File: src/design/assert_macros.svh
// ---------------------------------------------------------------------------
// Assertion macros
// Shared concurrent assertion forms for the sine/cosine pipeline.
// ---------------------------------------------------------------------------
`ifndef ASSERT_MACROS_SVH
`define ASSERT_MACROS_SVH

// Check a property at every rising edge while reset is low.
`define ASSERT_CLK(name, clk, rst, prop, msg) \
   name: assert property (@(posedge clk) disable iff (rst) (prop)) else $error(msg);

// Check a property at every rising edge, reset cycles included.
`define ASSERT_ALWAYS(name, clk, prop, msg) \
   name: assert property (@(posedge clk) (prop)) else $error(msg);

`endif

File: src/design/sct_pkg.sv
// ---------------------------------------------------------------------------
// sct_pkg
// Widths, fixed-point constants and the sine/cosine sample tables, all
// worked out at elaboration.
// ---------------------------------------------------------------------------
`timescale 1ns / 1ps
`default_nettype none

package sct_pkg;

   // Table geometry: 2**TABLE_LOG2 intervals, one extra point at a full turn
   localparam int TABLE_LOG2      = 6;
   localparam int TABLE_INTERVALS = 1 << TABLE_LOG2;
   localparam int TABLE_POINTS    = TABLE_INTERVALS + 1;
   localparam int INDEX_W         = TABLE_LOG2 + 1;

   // Field and bus widths
   localparam int ANGLE_W    = 32;
   localparam int RESULT_W   = 18;
   localparam int REQ_DATA_W = 32;
   localparam int RSP_DATA_W = ((2 * RESULT_W + 7) / 8) * 8;

   // Turn product: angle times 1/(2*pi) in units of 2**-64 of a turn
   localparam int TURN_W   = 64;
   localparam int FRAC_W   = 24;
   localparam int FRAC_LSB = TURN_W - FRAC_W;
   localparam int KTURN_W  = 38;
   localparam int K_SPLIT  = 19;

   // Residual angle datapath
   localparam int MAG_W    = FRAC_W;
   localparam int TWO_PI_W = 33;
   localparam int PROD_W   = MAG_W + TWO_PI_W;
   localparam int DMAG_W   = 32 - TABLE_LOG2;

   // Taylor step datapath
   localparam int SAMPLE_W = 32;
   localparam int Q30_FB   = 30;
   localparam int SQ_W     = 2 * DMAG_W;
   localparam int SQ_SHIFT = 31;
   localparam int D2H_W    = SQ_W - SQ_SHIFT;
   localparam int DPROD_W  = DMAG_W + 1 + SAMPLE_W;
   localparam int HPROD_W  = D2H_W + 1 + SAMPLE_W;
   localparam int SUM_W    = 64;
   localparam int Q16_SHIFT = 44;

   localparam logic [63:0] ONE_E18    = 64'd1000000000000000000;
   localparam logic [63:0] TWO_PI_E18 = 64'd6283185307179586477;
   localparam logic [63:0] Q30_ONE    = 64'd1 << Q30_FB;

   typedef logic [TABLE_POINTS-1:0][SAMPLE_W-1:0] sample_tab_type;

   // Word handed from the residual stage to the Taylor stage
   typedef struct packed {
      logic                       neg;
      logic [DMAG_W-1:0]          dmag;
      logic signed [SAMPLE_W-1:0] ts;
      logic signed [SAMPLE_W-1:0] tc;
   } taylor_in_type;

   // floor(num * 2**bits / den) by restoring long division
   function automatic logic [63:0] scaled_ratio(logic [63:0] num, logic [63:0] den, int bits);
      logic [64:0] rem;
      logic [63:0] quo;
      logic [63:0] src;
      rem = '0;
      quo = '0;
      src = num;
      for (int k = 0; k < 64 + bits; k++) begin
         rem = {rem[63:0], src[63]};
         src = {src[62:0], 1'b0};
         quo = {quo[62:0], 1'b0};
         if (rem >= {1'b0, den}) begin
            rem    = rem - {1'b0, den};
            quo[0] = 1'b1;
         end
      end
      return quo;
   endfunction

   localparam logic [63:0] K_TURN      = (scaled_ratio(ONE_E18, TWO_PI_E18, 41) + 64'd1) >> 1;
   localparam logic [63:0] TWO_PI_Q30  = (scaled_ratio(TWO_PI_E18, ONE_E18, 31) + 64'd1) >> 1;
   localparam logic [63:0] HALF_PI_Q30 =
      (scaled_ratio(TWO_PI_E18, 64'd4 * ONE_E18, 31) + 64'd1) >> 1;

   // sin and cos on the quarter wave, Q30, by a 13-term Taylor series
   function automatic logic [1:0][63:0] quarter_wave(logic [63:0] a);
      logic [63:0]        tsn;
      logic [63:0]        tcn;
      logic [63:0]        kk;
      logic signed [63:0] ss;
      logic signed [63:0] cc;
      tsn = a;
      tcn = Q30_ONE;
      ss  = signed'(a);
      cc  = signed'(Q30_ONE);
      for (int k = 1; k <= 12; k++) begin
         kk  = 64'(k);
         // Next series terms, each divided by its factorial step
         tcn = scaled_ratio((((tcn * a) >> 30) * a) >> 30,
                            (64'd2 * kk - 64'd1) * (64'd2 * kk), 0);
         tsn = scaled_ratio((((tsn * a) >> 30) * a) >> 30,
                            (64'd2 * kk) * (64'd2 * kk + 64'd1), 0);
         if (kk[0]) begin
            cc = cc - signed'(tcn);
            ss = ss - signed'(tsn);
         end else begin
            cc = cc + signed'(tcn);
            ss = ss + signed'(tsn);
         end
      end
      if (ss < 0) ss = 0;
      if (ss > signed'(Q30_ONE)) ss = signed'(Q30_ONE);
      if (cc < 0) cc = 0;
      if (cc > signed'(Q30_ONE)) cc = signed'(Q30_ONE);
      return {cc, ss};
   endfunction

   // Sample table at every point of the turn, sine or cosine, Q30
   function automatic sample_tab_type build_table(logic want_cos);
      sample_tab_type     tab;
      logic [63:0]        m;
      logic [63:0]        quad;
      logic [63:0]        rem;
      logic [63:0]        a;
      logic [1:0][63:0]   qw;
      logic signed [63:0] qs;
      logic signed [63:0] qc;
      logic signed [63:0] vs;
      logic signed [63:0] vc;
      tab = '0;
      for (int i = 0; i < TABLE_POINTS; i++) begin
         m    = 64'd4 * 64'(i);
         quad = (m / 64'(TABLE_INTERVALS)) & 64'd3;
         rem  = m % 64'(TABLE_INTERVALS);
         a    = (rem * HALF_PI_Q30 + 64'(TABLE_INTERVALS / 2)) / 64'(TABLE_INTERVALS);
         qw   = quarter_wave(a);
         qs   = signed'(qw[0]);
         qc   = signed'(qw[1]);
         unique case (quad[1:0])
            2'd0: begin
               vs = qs;
               vc = qc;
            end
            2'd1: begin
               vs = qc;
               vc = -qs;
            end
            2'd2: begin
               vs = -qs;
               vc = -qc;
            end
            2'd3: begin
               vs = -qc;
               vc = qs;
            end
         endcase
         tab[i] = want_cos ? vc[SAMPLE_W-1:0] : vs[SAMPLE_W-1:0];
      end
      return tab;
   endfunction

   localparam sample_tab_type SIN_TAB = build_table(1'b0);
   localparam sample_tab_type COS_TAB = build_table(1'b1);

endpackage

`default_nettype wire

File: src/design/sct_turn.sv
// ---------------------------------------------------------------------------
// sct_turn
// Scales the Q8.24 angle by 1/(2*pi) and keeps the 24-bit fractional turn.
// Two stages: split partial products, then their sum.
// ---------------------------------------------------------------------------
`timescale 1ns / 1ps
`default_nettype none

module sct_turn (
   input  wire logic                         clock,
   input  wire logic                         reset,
   input  wire logic                         in_valid,
   output logic                              in_ready,
   input  wire logic [sct_pkg::ANGLE_W-1:0]  in_angle,
   output logic                              out_valid,
   input  wire logic                         out_ready,
   output logic [sct_pkg::FRAC_W-1:0]        out_frac
);
   import sct_pkg::*;

   localparam int KHI_W = KTURN_W - K_SPLIT;
   localparam int PP_W  = ANGLE_W + K_SPLIT + 1;
   localparam logic [K_SPLIT-1:0] K_LO = K_TURN[K_SPLIT-1:0];
   localparam logic [KHI_W-1:0]   K_HI = K_TURN[KTURN_W-1:K_SPLIT];

   logic                   rdy1;
   logic                   rdy2;
   logic                   v1_ff;
   logic                   v1_in;
   logic                   v2_ff;
   logic                   v2_in;
   logic signed [PP_W-1:0] pp_lo_ff;
   logic signed [PP_W-1:0] pp_lo_in;
   logic signed [PP_W-1:0] pp_hi_ff;
   logic signed [PP_W-1:0] pp_hi_in;
   logic [TURN_W-1:0]      turn;
   logic [FRAC_W-1:0]      frac_ff;
   logic [FRAC_W-1:0]      frac_in;

   // Advance a stage when it is empty or its word moves on
   assign rdy2     = !v2_ff || out_ready;
   assign rdy1     = !v1_ff || rdy2;
   assign in_ready = rdy1;

   // Stage 1: angle times each half of the turn constant
   always_comb begin
      v1_in    = rdy1 ? in_valid : v1_ff;
      pp_lo_in = rdy1 ? $signed(in_angle) * $signed({1'b0, K_LO}) : pp_lo_ff;
      pp_hi_in = rdy1 ? $signed(in_angle) * $signed({1'b0, K_HI}) : pp_hi_ff;
   end

   // Stage 2: recombine modulo one turn, keep the fraction
   always_comb begin
      turn = {{(TURN_W - PP_W){pp_lo_ff[PP_W-1]}}, pp_lo_ff}
           + ({{(TURN_W - PP_W){pp_hi_ff[PP_W-1]}}, pp_hi_ff} << K_SPLIT);
      v2_in   = rdy2 ? v1_ff : v2_ff;
      frac_in = rdy2 ? turn[FRAC_LSB +: FRAC_W] : frac_ff;
   end

   always_ff @(posedge clock) begin
      if (reset) begin
         v1_ff <= 1'b0;
         v2_ff <= 1'b0;
      end else begin
         v1_ff <= v1_in;
         v2_ff <= v2_in;
      end
   end

   always_ff @(posedge clock) begin
      pp_lo_ff <= pp_lo_in;
      pp_hi_ff <= pp_hi_in;
      frac_ff  <= frac_in;
   end

   assign out_valid = v2_ff;
   assign out_frac  = frac_ff;

endmodule

`default_nettype wire

File: config.mk
export PLATFORM = sky130hd
export DESIGN_NAME = sct_turn
export DESIGN_NICKNAME = d
export VERILOG_FILES = /design/src/design/assert_macros.svh /design/src/design/sct_pkg.sv /design/src/design/sct_turn.sv
export SDC_FILE = /design/constraint.sdc
export NUM_CORES = 1
export LEC_CHECK = 0
export CAP_MARGIN = 10
export CORE_MARGIN = 8
export CORE_UTILIZATION = 60
export DETAILED_ROUTE_END_ITERATION = 6
export DONT_BUFFER_PORTS = 1
export PLACE_DENSITY = 0.75
export RECOVER_POWER = 100
export SLEW_MARGIN = 5
export SYNTH_ARGS = -nofsm -noshare
export SYNTH_HDL_FRONTEND = slang
export SYNTH_SLANG_ARGS = --single-unit
File: constraint.sdc
create_clock -name clock -period 11.9 [get_ports clock]
set_clock_uncertainty 0.15 [all_clocks]
set_input_delay 1.19 -clock clock [delete_from_list [all_inputs] [get_ports clock]]
set_output_delay 1.19 -clock clock [all_outputs]
set_load 0.01 [all_outputs]
==> key figures <==
Run status
  – Status: finished, violations left
  – Failing checks: capacitance limit, slew limit

Detailed routing
  – Vias per cell: 5.66
  – DRC: 0
  – Detailed Route WL: between 60,000 and 70,000 um
  – Routed WL per cell: between 20 and 25 um
  – DRT Pass-1 Iters: 6
  – Via Count: ~17,000
  – Initial DRC count: 1,411
  – ANT nets after route: 0

Synthesis
  – Register area share after synthesis: 0.122
  – Register bit total from synthesis: 97
  – Syn Nets: approximately 3,300
  – YS warnings: 0
  – Synth top area share: 0.340
  – Dominant cell type by area after synthesis: fa_1
  – Top FF cell, synth: edfxtp_1
  – Area contributors post-synth: fa_1, ha_1, edfxtp_1
  – Avg Inst Size Synth: roughly 9.6 sq um
  – Post-synth top cells: inv_1, fa_1, ha_1
  – Ys async rst share: 0
  – Mapped Area: roughly 24,000 sq um
  – Post-synth EDFFs: 95
  – Number of distinct library cells after synthesis: 62
  – Most numerous cell in the Yosys netlist: inv_1
  – Cell count after synthesis: 2,477

CTS
  – Worst-path clk slew: about 70 ps
  – Total CTS buffers: 9
  – CTS root buf: clkbuf_16
  – Clock Latency Late Sink: roughly 350 ps
  – TritonCTS clock tree: yes
  – CTS resizes: 0
  – Clock buffer depth: 2
  – Num Clock Sinks: just under 100
  – Htree depth: 3
  – Postcts setup bufs: 0
  – Hold buffers post-CTS: 0

Global routing
  – GR Layer Usage met2: 0.427
  – Initial antenna violation count: 0
  – Global-route met1 utilization: 0.377
  – Busiest grt layer: met2
  – Gr ovfl total: 0
  – Routing usage on met3: 0.0454
  – Total GRT Usage: 0.264
  – First-pass GRT wire length: 96,000 um
  – Vias in the first global route: between 15,000 and 20,000
  – Largest net degree at the start of global routing: between 40 and 50

STA
  – Max_slew headroom: -0.368
  – RSZ-0062 raised after global routing: no
  – Fmax: between 100 and 150 MHz
  – Max-slew violations: 74
  – Measured slew at the worst slew-check pin: between 2000 and 2500 ps
  – TNS Setup: 0 ps
  – Tmin final: roughly 7000 ps
  – Final setup fails: 0
  – Hold Violations, Final: 0
  – Period utilization: 0.589

Min path
  – Min-Delay Startpoint: v1_ff
  – Worst-case hold path end point: out_valid
  – HP Class: reg -> reg
  – Hold Crit Depth: 2

Worst setup path
  – FF-to-FF Start: out_valid
  – CP endpoint kind: flip-flop
  – Worst Reg2Reg Path Length in Cells: 3
  – Reg-to-reg endpoint: pp_hi_ff[31]
  – CP peak stage delay: roughly 600 ps
  – CP required: between 10,000 and 15,000 ps
  – Crit-path slowest cell: o31ai_1
  – CP Launch Type: primary input
  – Worst path most repeated cell: fa_1
  – Sequence of cells on the critical path: ha_1 -> inv_1 -> fa_1 -> inv_1 -> fa_1 -> fa_1 -> fa_1 -> inv_1 -> fa_1 -> inv_1 -> ha_1 -> nand3_1 -> or3_1 -> a2111oi_0 -> nor3_1 -> o31ai_1 -> nand2_1 -> o21ai_0 -> xor2_1
  – CP max FO: 8
  – Arrival time of the worst setup path: approximately 7000 ps
  – Buf/Inv on CP: 4
  – Reg2Reg Setup Slack: a little over 8000 ps
  – Critical Path Stages: 19
  – Setup Crit Path Kind: in -> reg
  – CP delay by family, top: adder cells

Job
  – Maxcap violations: 2

Placement
  – Gp weighted congestion: roughly 0.98
  – Count of port buffers added during placement: 0
  – Post-DP HPWL: approximately 55,000 um

Layout
  – Post-layout nets: ~3,200
  – Share of cells above drive strength 1: 0.00939
  – Layout area overhead: 3.08%
  – Ant diodes: 0

Floorplanning
  – Starting density of the core: 0.602
  – Number of cell rows: 73
  – Die outline height: approximately 210 um
  – Die X-Extent: around 210 um
  – # IOs: 62
  – DIE AREA: 46,100 sq um
  – Core region area: around 40,000 sq um
==> area by class of cell <==
type                    instances  area [sq um]
clock inverters                 7          86.3
repair buffers                  1          3.75
fillers                      3330         14900
multi-input cells            1634         17900
clock buffers                   9           225
well taps                     525           657
flip-flops and latches         97          2890
inverters                     701          2630
==> cell usage in the layout (no fill, tap or decap), drive strengths merged, types with 9 or more instances in the layout <==
master,netlist,routed
inv,701,704
fa,403,403
ha,350,350
a21oi,143,143
a21o,95,95
edfxtp,95,95
nand2,92,92
xnor2,90,90
o21ai,71,71
xor2,70,70
nor2,70,70
nand4,29,29
nand3,28,28
nor2b,23,23
and3,17,17
nor3,17,17
o21bai,16,16
a31oi,13,13
nand2b,12,12
clkbuf,40,10
o31ai,9,9
==> registers in the layout, indices dropped and copies added (netlist names) <==
signal	cells
out_valid	1
v1_ff	1
pp_hi_ff	43
out_frac	24
pp_lo_ff	28
==> metrics by stage <==
stage / util / std cells / setup WS, ps / cell area (sq um) / hold WS, ps
finish: 0.620 / 2974 / 4880 / 24400 / 353
floorplan: - / 2477 / 5320 / 23700 / 313
global route: 0.620 / 2974 / 4580 / 24400 / 415
CTS: 0.622 / 2974 / 5140 / 24500 / 391
detailed placement: 0.615 / 2958 / 4810 / 24200 / 381
global placement: 0.615 / 2958 / 4880 / 24200 / 364
==> layer usage <==
layer	vias to the layer above	wire length, um
li1	7736	-
met1	8401	27400
met2	635	28200
met3	61	4800
met4	0	971
met5	-	0
==> worst register-to-register path: cells and delay by family, from the launching register on <==
family        cells  cell delay, ps
simple gates      2            1270
buf+inv           1            1560
flops             1             340
==> cell families after synthesis <==
kind of cell | synth area share
adder cells (fa/ha/maj) | 0.525
buffers and inverters | 0.118
AO/OA/AOI/OAI | 0.107
AND/OR/NAND/NOR | 0.0662
XOR/XNOR | 0.0591
flip-flops | 0.122
multiplexers | 0.00169
==> worst max path at each step <==
stage	from	slack [ps]	to
after floorplan	in_angle[12]	5320	pp_hi_ff[37]
after global placement	in_angle[12]	4880	pp_hi_ff[44]
after detailed placement	in_angle[12]	4810	pp_hi_ff[43]
after CTS	in_angle[11]	5140	pp_lo_ff[43]
after global routing	in_angle[11]	4580	pp_lo_ff[46]
final	in_angle[18]	4880	pp_lo_ff[46]
Power is not shown: default switching activity piles up to over one toggle a cycle in this logic, so the estimate is an artifact.
