File: config.mk
export PLATFORM = sky130hd
export DESIGN_NAME = sct_resid
export DESIGN_NICKNAME = d
export VERILOG_FILES = /design/src/design/sct_pkg.sv /design/src/design/sct_resid.sv
export VERILOG_INCLUDE_DIRS = /design/src /design/src/design
export SDC_FILE = /design/constraint.sdc
export NUM_CORES = 1
export LEC_CHECK = 0
export ABC_AREA = 0
export CAP_MARGIN = 20
export CORE_UTILIZATION = 35
export CTS_CLUSTER_DIAMETER = 30
export DETAILED_ROUTE_END_ITERATION = 8
export DONT_BUFFER_PORTS = 1
export SLEW_MARGIN = 20
export SYNTH_ARGS = -nofsm -noshare
export SYNTH_HDL_FRONTEND = slang
export SYNTH_SLANG_ARGS = --single-unit
File: constraint.sdc
create_clock -name clock -period 21.7 [get_ports clock]
set_input_delay 3.255 -clock clock [delete_from_list [all_inputs] [get_ports clock]]
set_output_delay 3.255 -clock clock [all_outputs]
set_load 0.005 [all_outputs]
File: src/design/assert_macros.svh
// ---------------------------------------------------------------------------
// Assertion macros
// Shared concurrent assertion forms for the sine/cosine pipeline.
// ---------------------------------------------------------------------------
`ifndef ASSERT_MACROS_SVH
`define ASSERT_MACROS_SVH

// Check a property at every rising edge while reset is low.
`define ASSERT_CLK(name, clk, rst, prop, msg) \
   name: assert property (@(posedge clk) disable iff (rst) (prop)) else $error(msg);

// Check a property at every rising edge, reset cycles included.
`define ASSERT_ALWAYS(name, clk, prop, msg) \
   name: assert property (@(posedge clk) (prop)) else $error(msg);

`endif

File: src/design/sct_pkg.sv
// ---------------------------------------------------------------------------
// sct_pkg
// Widths, fixed-point constants and the sine/cosine sample tables, all
// worked out at elaboration.
// ---------------------------------------------------------------------------
`timescale 1ns / 1ps
`default_nettype none

package sct_pkg;

   // Table geometry: 2**TABLE_LOG2 intervals, one extra point at a full turn
   localparam int TABLE_LOG2      = 6;
   localparam int TABLE_INTERVALS = 1 << TABLE_LOG2;
   localparam int TABLE_POINTS    = TABLE_INTERVALS + 1;
   localparam int INDEX_W         = TABLE_LOG2 + 1;

   // Field and bus widths
   localparam int ANGLE_W    = 32;
   localparam int RESULT_W   = 18;
   localparam int REQ_DATA_W = 32;
   localparam int RSP_DATA_W = ((2 * RESULT_W + 7) / 8) * 8;

   // Turn product: angle times 1/(2*pi) in units of 2**-64 of a turn
   localparam int TURN_W   = 64;
   localparam int FRAC_W   = 24;
   localparam int FRAC_LSB = TURN_W - FRAC_W;
   localparam int KTURN_W  = 38;
   localparam int K_SPLIT  = 19;

   // Residual angle datapath
   localparam int MAG_W    = FRAC_W;
   localparam int TWO_PI_W = 33;
   localparam int PROD_W   = MAG_W + TWO_PI_W;
   localparam int DMAG_W   = 32 - TABLE_LOG2;

   // Taylor step datapath
   localparam int SAMPLE_W = 32;
   localparam int Q30_FB   = 30;
   localparam int SQ_W     = 2 * DMAG_W;
   localparam int SQ_SHIFT = 31;
   localparam int D2H_W    = SQ_W - SQ_SHIFT;
   localparam int DPROD_W  = DMAG_W + 1 + SAMPLE_W;
   localparam int HPROD_W  = D2H_W + 1 + SAMPLE_W;
   localparam int SUM_W    = 64;
   localparam int Q16_SHIFT = 44;

   localparam logic [63:0] ONE_E18    = 64'd1000000000000000000;
   localparam logic [63:0] TWO_PI_E18 = 64'd6283185307179586477;
   localparam logic [63:0] Q30_ONE    = 64'd1 << Q30_FB;

   typedef logic [TABLE_POINTS-1:0][SAMPLE_W-1:0] sample_tab_type;

   // Word handed from the residual stage to the Taylor stage
   typedef struct packed {
      logic                       neg;
      logic [DMAG_W-1:0]          dmag;
      logic signed [SAMPLE_W-1:0] ts;
      logic signed [SAMPLE_W-1:0] tc;
   } taylor_in_type;

   // floor(num * 2**bits / den) by restoring long division
   function automatic logic [63:0] scaled_ratio(logic [63:0] num, logic [63:0] den, int bits);
      logic [64:0] rem;
      logic [63:0] quo;
      logic [63:0] src;
      rem = '0;
      quo = '0;
      src = num;
      for (int k = 0; k < 64 + bits; k++) begin
         rem = {rem[63:0], src[63]};
         src = {src[62:0], 1'b0};
         quo = {quo[62:0], 1'b0};
         if (rem >= {1'b0, den}) begin
            rem    = rem - {1'b0, den};
            quo[0] = 1'b1;
         end
      end
      return quo;
   endfunction

   localparam logic [63:0] K_TURN      = (scaled_ratio(ONE_E18, TWO_PI_E18, 41) + 64'd1) >> 1;
   localparam logic [63:0] TWO_PI_Q30  = (scaled_ratio(TWO_PI_E18, ONE_E18, 31) + 64'd1) >> 1;
   localparam logic [63:0] HALF_PI_Q30 =
      (scaled_ratio(TWO_PI_E18, 64'd4 * ONE_E18, 31) + 64'd1) >> 1;

   // sin and cos on the quarter wave, Q30, by a 13-term Taylor series
   function automatic logic [1:0][63:0] quarter_wave(logic [63:0] a);
      logic [63:0]        tsn;
      logic [63:0]        tcn;
      logic [63:0]        kk;
      logic signed [63:0] ss;
      logic signed [63:0] cc;
      tsn = a;
      tcn = Q30_ONE;
      ss  = signed'(a);
      cc  = signed'(Q30_ONE);
      for (int k = 1; k <= 12; k++) begin
         kk  = 64'(k);
         // Next series terms, each divided by its factorial step
         tcn = scaled_ratio((((tcn * a) >> 30) * a) >> 30,
                            (64'd2 * kk - 64'd1) * (64'd2 * kk), 0);
         tsn = scaled_ratio((((tsn * a) >> 30) * a) >> 30,
                            (64'd2 * kk) * (64'd2 * kk + 64'd1), 0);
         if (kk[0]) begin
            cc = cc - signed'(tcn);
            ss = ss - signed'(tsn);
         end else begin
            cc = cc + signed'(tcn);
            ss = ss + signed'(tsn);
         end
      end
      if (ss < 0) ss = 0;
      if (ss > signed'(Q30_ONE)) ss = signed'(Q30_ONE);
      if (cc < 0) cc = 0;
      if (cc > signed'(Q30_ONE)) cc = signed'(Q30_ONE);
      return {cc, ss};
   endfunction

   // Sample table at every point of the turn, sine or cosine, Q30
   function automatic sample_tab_type build_table(logic want_cos);
      sample_tab_type     tab;
      logic [63:0]        m;
      logic [63:0]        quad;
      logic [63:0]        rem;
      logic [63:0]        a;
      logic [1:0][63:0]   qw;
      logic signed [63:0] qs;
      logic signed [63:0] qc;
      logic signed [63:0] vs;
      logic signed [63:0] vc;
      tab = '0;
      for (int i = 0; i < TABLE_POINTS; i++) begin
         m    = 64'd4 * 64'(i);
         quad = (m / 64'(TABLE_INTERVALS)) & 64'd3;
         rem  = m % 64'(TABLE_INTERVALS);
         a    = (rem * HALF_PI_Q30 + 64'(TABLE_INTERVALS / 2)) / 64'(TABLE_INTERVALS);
         qw   = quarter_wave(a);
         qs   = signed'(qw[0]);
         qc   = signed'(qw[1]);
         unique case (quad[1:0])
            2'd0: begin
               vs = qs;
               vc = qc;
            end
            2'd1: begin
               vs = qc;
               vc = -qs;
            end
            2'd2: begin
               vs = -qs;
               vc = -qc;
            end
            2'd3: begin
               vs = -qc;
               vc = qs;
            end
         endcase
         tab[i] = want_cos ? vc[SAMPLE_W-1:0] : vs[SAMPLE_W-1:0];
      end
      return tab;
   endfunction

   localparam sample_tab_type SIN_TAB = build_table(1'b0);
   localparam sample_tab_type COS_TAB = build_table(1'b1);

endpackage

`default_nettype wire

File: src/design/sct_resid.sv
// ---------------------------------------------------------------------------
// sct_resid
// Rounds the turn fraction to the nearest table point, scales the residual
// to radians in Q30 and fetches the table samples. Two stages.
// ---------------------------------------------------------------------------
`timescale 1ns / 1ps
`default_nettype none
`include "assert_macros.svh"

module sct_resid (
   input  wire logic                        clock,
   input  wire logic                        reset,
   input  wire logic                        in_valid,
   output logic                             in_ready,
   input  wire logic [sct_pkg::FRAC_W-1:0]  in_frac,
   output logic                             out_valid,
   input  wire logic                        out_ready,
   output sct_pkg::taylor_in_type           out_word
);
   import sct_pkg::*;

   localparam int DIV_SHIFT = FRAC_W + TABLE_LOG2;
   localparam logic [TWO_PI_W-1:0] TWO_PI_K   = TWO_PI_Q30[TWO_PI_W-1:0];
   localparam logic [PROD_W:0]     DMAG_ROUND = (PROD_W + 1)'(1) << (DIV_SHIFT - 1);
   localparam logic [INDEX_W-1:0]  LAST_INDEX = INDEX_W'(TABLE_INTERVALS);

   logic                rdy1;
   logic                rdy2;
   logic                v1_ff;
   logic                v1_in;
   logic                v2_ff;
   logic                v2_in;
   logic [FRAC_W-1:0]   low;
   logic [MAG_W-1:0]    mag;
   logic [INDEX_W-1:0]  idx;
   logic [INDEX_W-1:0]  idx1_ff;
   logic [INDEX_W-1:0]  idx1_in;
   logic                neg1_ff;
   logic                neg1_in;
   logic [PROD_W-1:0]   prod1_ff;
   logic [PROD_W-1:0]   prod1_in;
   logic [PROD_W:0]     rnd_sum;
   taylor_in_type       word_ff;
   taylor_in_type       word_in;

   assign rdy2     = !v2_ff || out_ready;
   assign rdy1     = !v1_ff || rdy2;
   assign in_ready = rdy1;

   // Stage 1: nearest point (half rounds up), residual magnitude times 2*pi
   always_comb begin
      low      = {in_frac[FRAC_W-TABLE_LOG2-1:0], {TABLE_LOG2{1'b0}}};
      idx      = {1'b0, in_frac[FRAC_W-1 -: TABLE_LOG2]} + INDEX_W'(low[FRAC_W-1]);
      mag      = low[FRAC_W-1] ? MAG_W'(-low) : low;
      v1_in    = rdy1 ? in_valid : v1_ff;
      idx1_in  = rdy1 ? idx : idx1_ff;
      neg1_in  = rdy1 ? low[FRAC_W-1] : neg1_ff;
      prod1_in = rdy1 ? mag * TWO_PI_K : prod1_ff;
   end

   // Stage 2: round to Q30 radians, look up the samples
   always_comb begin
      rnd_sum = {1'b0, prod1_ff} + DMAG_ROUND;
      v2_in   = rdy2 ? v1_ff : v2_ff;
      word_in = word_ff;
      if (rdy2) begin
         word_in.neg  = neg1_ff;
         word_in.dmag = rnd_sum[DIV_SHIFT +: DMAG_W];
         word_in.ts   = $signed(SIN_TAB[idx1_ff]);
         word_in.tc   = $signed(COS_TAB[idx1_ff]);
      end
   end

   always_ff @(posedge clock) begin
      if (reset) begin
         v1_ff <= 1'b0;
         v2_ff <= 1'b0;
      end else begin
         v1_ff <= v1_in;
         v2_ff <= v2_in;
      end
   end

   always_ff @(posedge clock) begin
      idx1_ff  <= idx1_in;
      neg1_ff  <= neg1_in;
      prod1_ff <= prod1_in;
      word_ff  <= word_in;
   end

   assign out_valid = v2_ff;
   assign out_word  = word_ff;

   `ASSERT_CLK(a_index_range, clock, reset, v1_ff |-> (idx1_ff <= LAST_INDEX), "table index past last point")

endmodule

`default_nettype wire

==> impl_results.md <==
* Status: completed
* TNS Setup at 0 ps
* First-pass iteration count of the detailed router at 6
* CTS root buf: clkbuf_16
* GP Congestion at 0.952
* Nets at 2223
* Number of cells upsized or downsized after cts at 0
* Post-synth EDFFs at about 130
* Largest net degree at the start of global routing at 96
* Total clock sinks at 128
* Critical Path RT at between 20000 and 25000 ps
* Synth Warn # at 0
* Core area at 47900 um2
* Clock Latency Late Sink at about 450 ps
* Critical Path Max Stage Delay at 740 ps
* Number of global-route vias before repair at 13200
* Iteration-0 DRC Markers at 814
* Worst Path Buf+Inv at 3
* Max FO, Critical Path at 6
* H-tree depth at 4
* Vias at 12900
* GRT Total Usage at 19.7%
* Max-cap viol count at 0
* Final count of negative-setup-slack endpoints at 0
* Die X at 223 um
* CP most frequent cell: fa_1
* Fin crit share at 52.0%
* Hold Fails Final Rpt at 0
* Synth area leaders: edfxtp_1 (22%), fa_1 (20%), ha_1 (19%)
* Die area at 49700 um2
* Slowest cell on the critical path: nor4_1
* Total grt overflow at 0
* Delay-heaviest family, CP: adder cells
* Nets in the synthesized netlist at 2267
* Count leader, synth: ha_1
* Post-synth top cells: ha_1 (255), inv_1 (240), fa_1 (172)
* Sequential share of the synthesized area at 22.4%
* Slew @ Worst Pin at around 1100 ps
* Post-synth ARST share at 0%
* CTS tree: yes
* Global-route wire length before repair at around 76000 um
* Vert. Die Dim at 223 um
* Starting Density at 35.6%
* Clock slew at reported path FFs at about 60 ps
* Relative slew slack at 28.8%
* P&R area growth vs syn at 6.95%
* Drt wl/cell at between 15 and 20 um
* CP Capture Type: flop
* Main flop type after synthesis: edfxtp_1
* Crit Path Class: input port to flop
* Area share of the largest cell type after synthesis at 22.2%
* CP Cell Sequence: or4_1, or2_1, or3_4, nor4_1, inv_1, fa_1, fa_1, inv_1, fa_1, inv_1, fa_1, fa_1, fa_1, ha_1, ha_1, nand2_1, or3_1, o2111a_1, or4b_1, and2_1, o2111ai_1, o2111ai_1
* Final Slew Violations at 0
* Count of input and output buffers at 0
* Drt total wl at ~48000 um
* Vias per cell at 5.36
* Diode count at 0
* Cell count after synthesis at 1812
* Initial antenna violation count at 1
* RSZ-0062 raised after global routing: false
* Syn_area_per_cell at 9.43 um2
* Area leader, netlist: edfxtp_1
* F_max at just under 0.09 GHz
* Critical Path AT at around 11000 ps
* Layout cells sized above 1 at under 10%
* Worst setup SP type: input port
* Final ANT Viol Nets at 0
* Minimum clock period at 11290 ps
* Clock skew at roughly 12 ps
* Deepest clock path buffer count at 2
* Post-synthesis cell type count at 80
* DRC Markers at 0
* I/O pin count at 121
* # rows at 80
* Netlist Area Pre-Place at 17100 um2
* Post-CTS Setup Inserts at 0
* HPWL Detailed at 38700 um
* FF+latch count, synth at 128
* Worst Hold Class: flop to flop
* Total CTS buffers at 17
* CTS Hold Bufs at 0
==> area by class of cell <==
class,count,area [um2]
Clock inverter,15,146
Inverter,243,917
Clock buffer,17,425
Tap cell,615,769
Multi-Input combinational cell,1357,12000
Sequential cell,128,3820
Fill cell,4742,29700
Timing Repair Buffer,21,158
==> placed cells by master, fill, tap and decap left out, types with 7 or more instances in the layout <==
cell type | Yosys | final
buf_4 | 0 | 21
o31ai_1 | 15 | 15
and3_1 | 12 | 12
nand3_1 | 35 | 35
nand4_1 | 9 | 9
ha_1 | 255 | 255
o21ai_0 | 104 | 104
clkbuf_16 | 0 | 17
xor2_1 | 21 | 21
or2_2 | 7 | 7
xnor2_1 | 53 | 53
edfxtp_1 | 126 | 126
inv_6 | 0 | 7
nor3_1 | 19 | 19
o22ai_1 | 7 | 7
mux2i_1 | 17 | 17
a31oi_1 | 14 | 14
nand2b_1 | 10 | 10
nand2_1 | 128 | 127
nor2b_1 | 10 | 10
nor2_1 | 170 | 170
and2_1 | 7 | 7
inv_1 | 240 | 239
fa_1 | 172 | 172
a21o_1 | 18 | 18
a211oi_1 | 52 | 52
o211ai_1 | 12 | 12
a21oi_1 | 118 | 118
==> metal layers <==
metal / wire length (um) / GRT usage, % / part of all wire (%) / vias to the layer above
li1: - / - / - / 6180
met4: 1040 / 6.10 / 2.2 / 0
met3: 2110 / 2.57 / 4.4 / 61
met5: 0 / 0 / 0 / -
met1: 20300 / 24.5 / 42 / 6222
met2: 24300 / 35.3 / 51 / 390
==> worst paths after layout <==
kind / from / to / slack [ps] / cells past startpoint
worst max-delay path: in_frac[8] / prod1_ff[49]$_DFFE_PP_ / 10410 / 22
worst min-delay path: neg1_ff$_DFFE_PP_ / out_word[90]$_DFFE_PP_ / 420 / 0
worst max register to register: idx1_ff[0]$_DFFE_PP_ / out_word[45]$_SDFFCE_PP0P_ / 17340 / 8
worst min register to register: neg1_ff$_DFFE_PP_ / out_word[90]$_DFFE_PP_ / 420 / 0
==> cells by family after synthesis <==
| logic type | Yosys count | share of synthesized area [%] |
|---|---|---|
| xor gates and xnor gates | 75 | 3.96 |
| DFF | 128 | 22.4 |
| buffers and inverters | 327 | 7.21 |
| AOI/OAI and AO/OA | 400 | 14.9 |
| muxes | 23 | 1.46 |
| and+or+nand+nor | 432 | 11.3 |
| adders and majority gates | 427 | 38.8 |
==> registers in the layout, indices dropped and copies added, names as in the netlist <==
signal     count
out_word      91
prod1_ff      27
neg1_ff        1
out_valid      1
v1_ff          1
idx1_ff        7
==> stage by stage <==
stage	setup slack, ps	cell area [um2]	hold WS (ps)	utilization, %	cells
global route	9940	18300	433	38.1	2396
detailed placement	9970	17700	405	36.9	2364
finish	10410	18300	424	38.1	2396
CTS	10420	18300	421	38.1	2396
floorplan	10660	17100	400	-	1812
global placement	10180	17700	407	36.9	2364
Power is not shown: default switching activity piles up to over one toggle a cycle in this logic, so the estimate is an artifact.
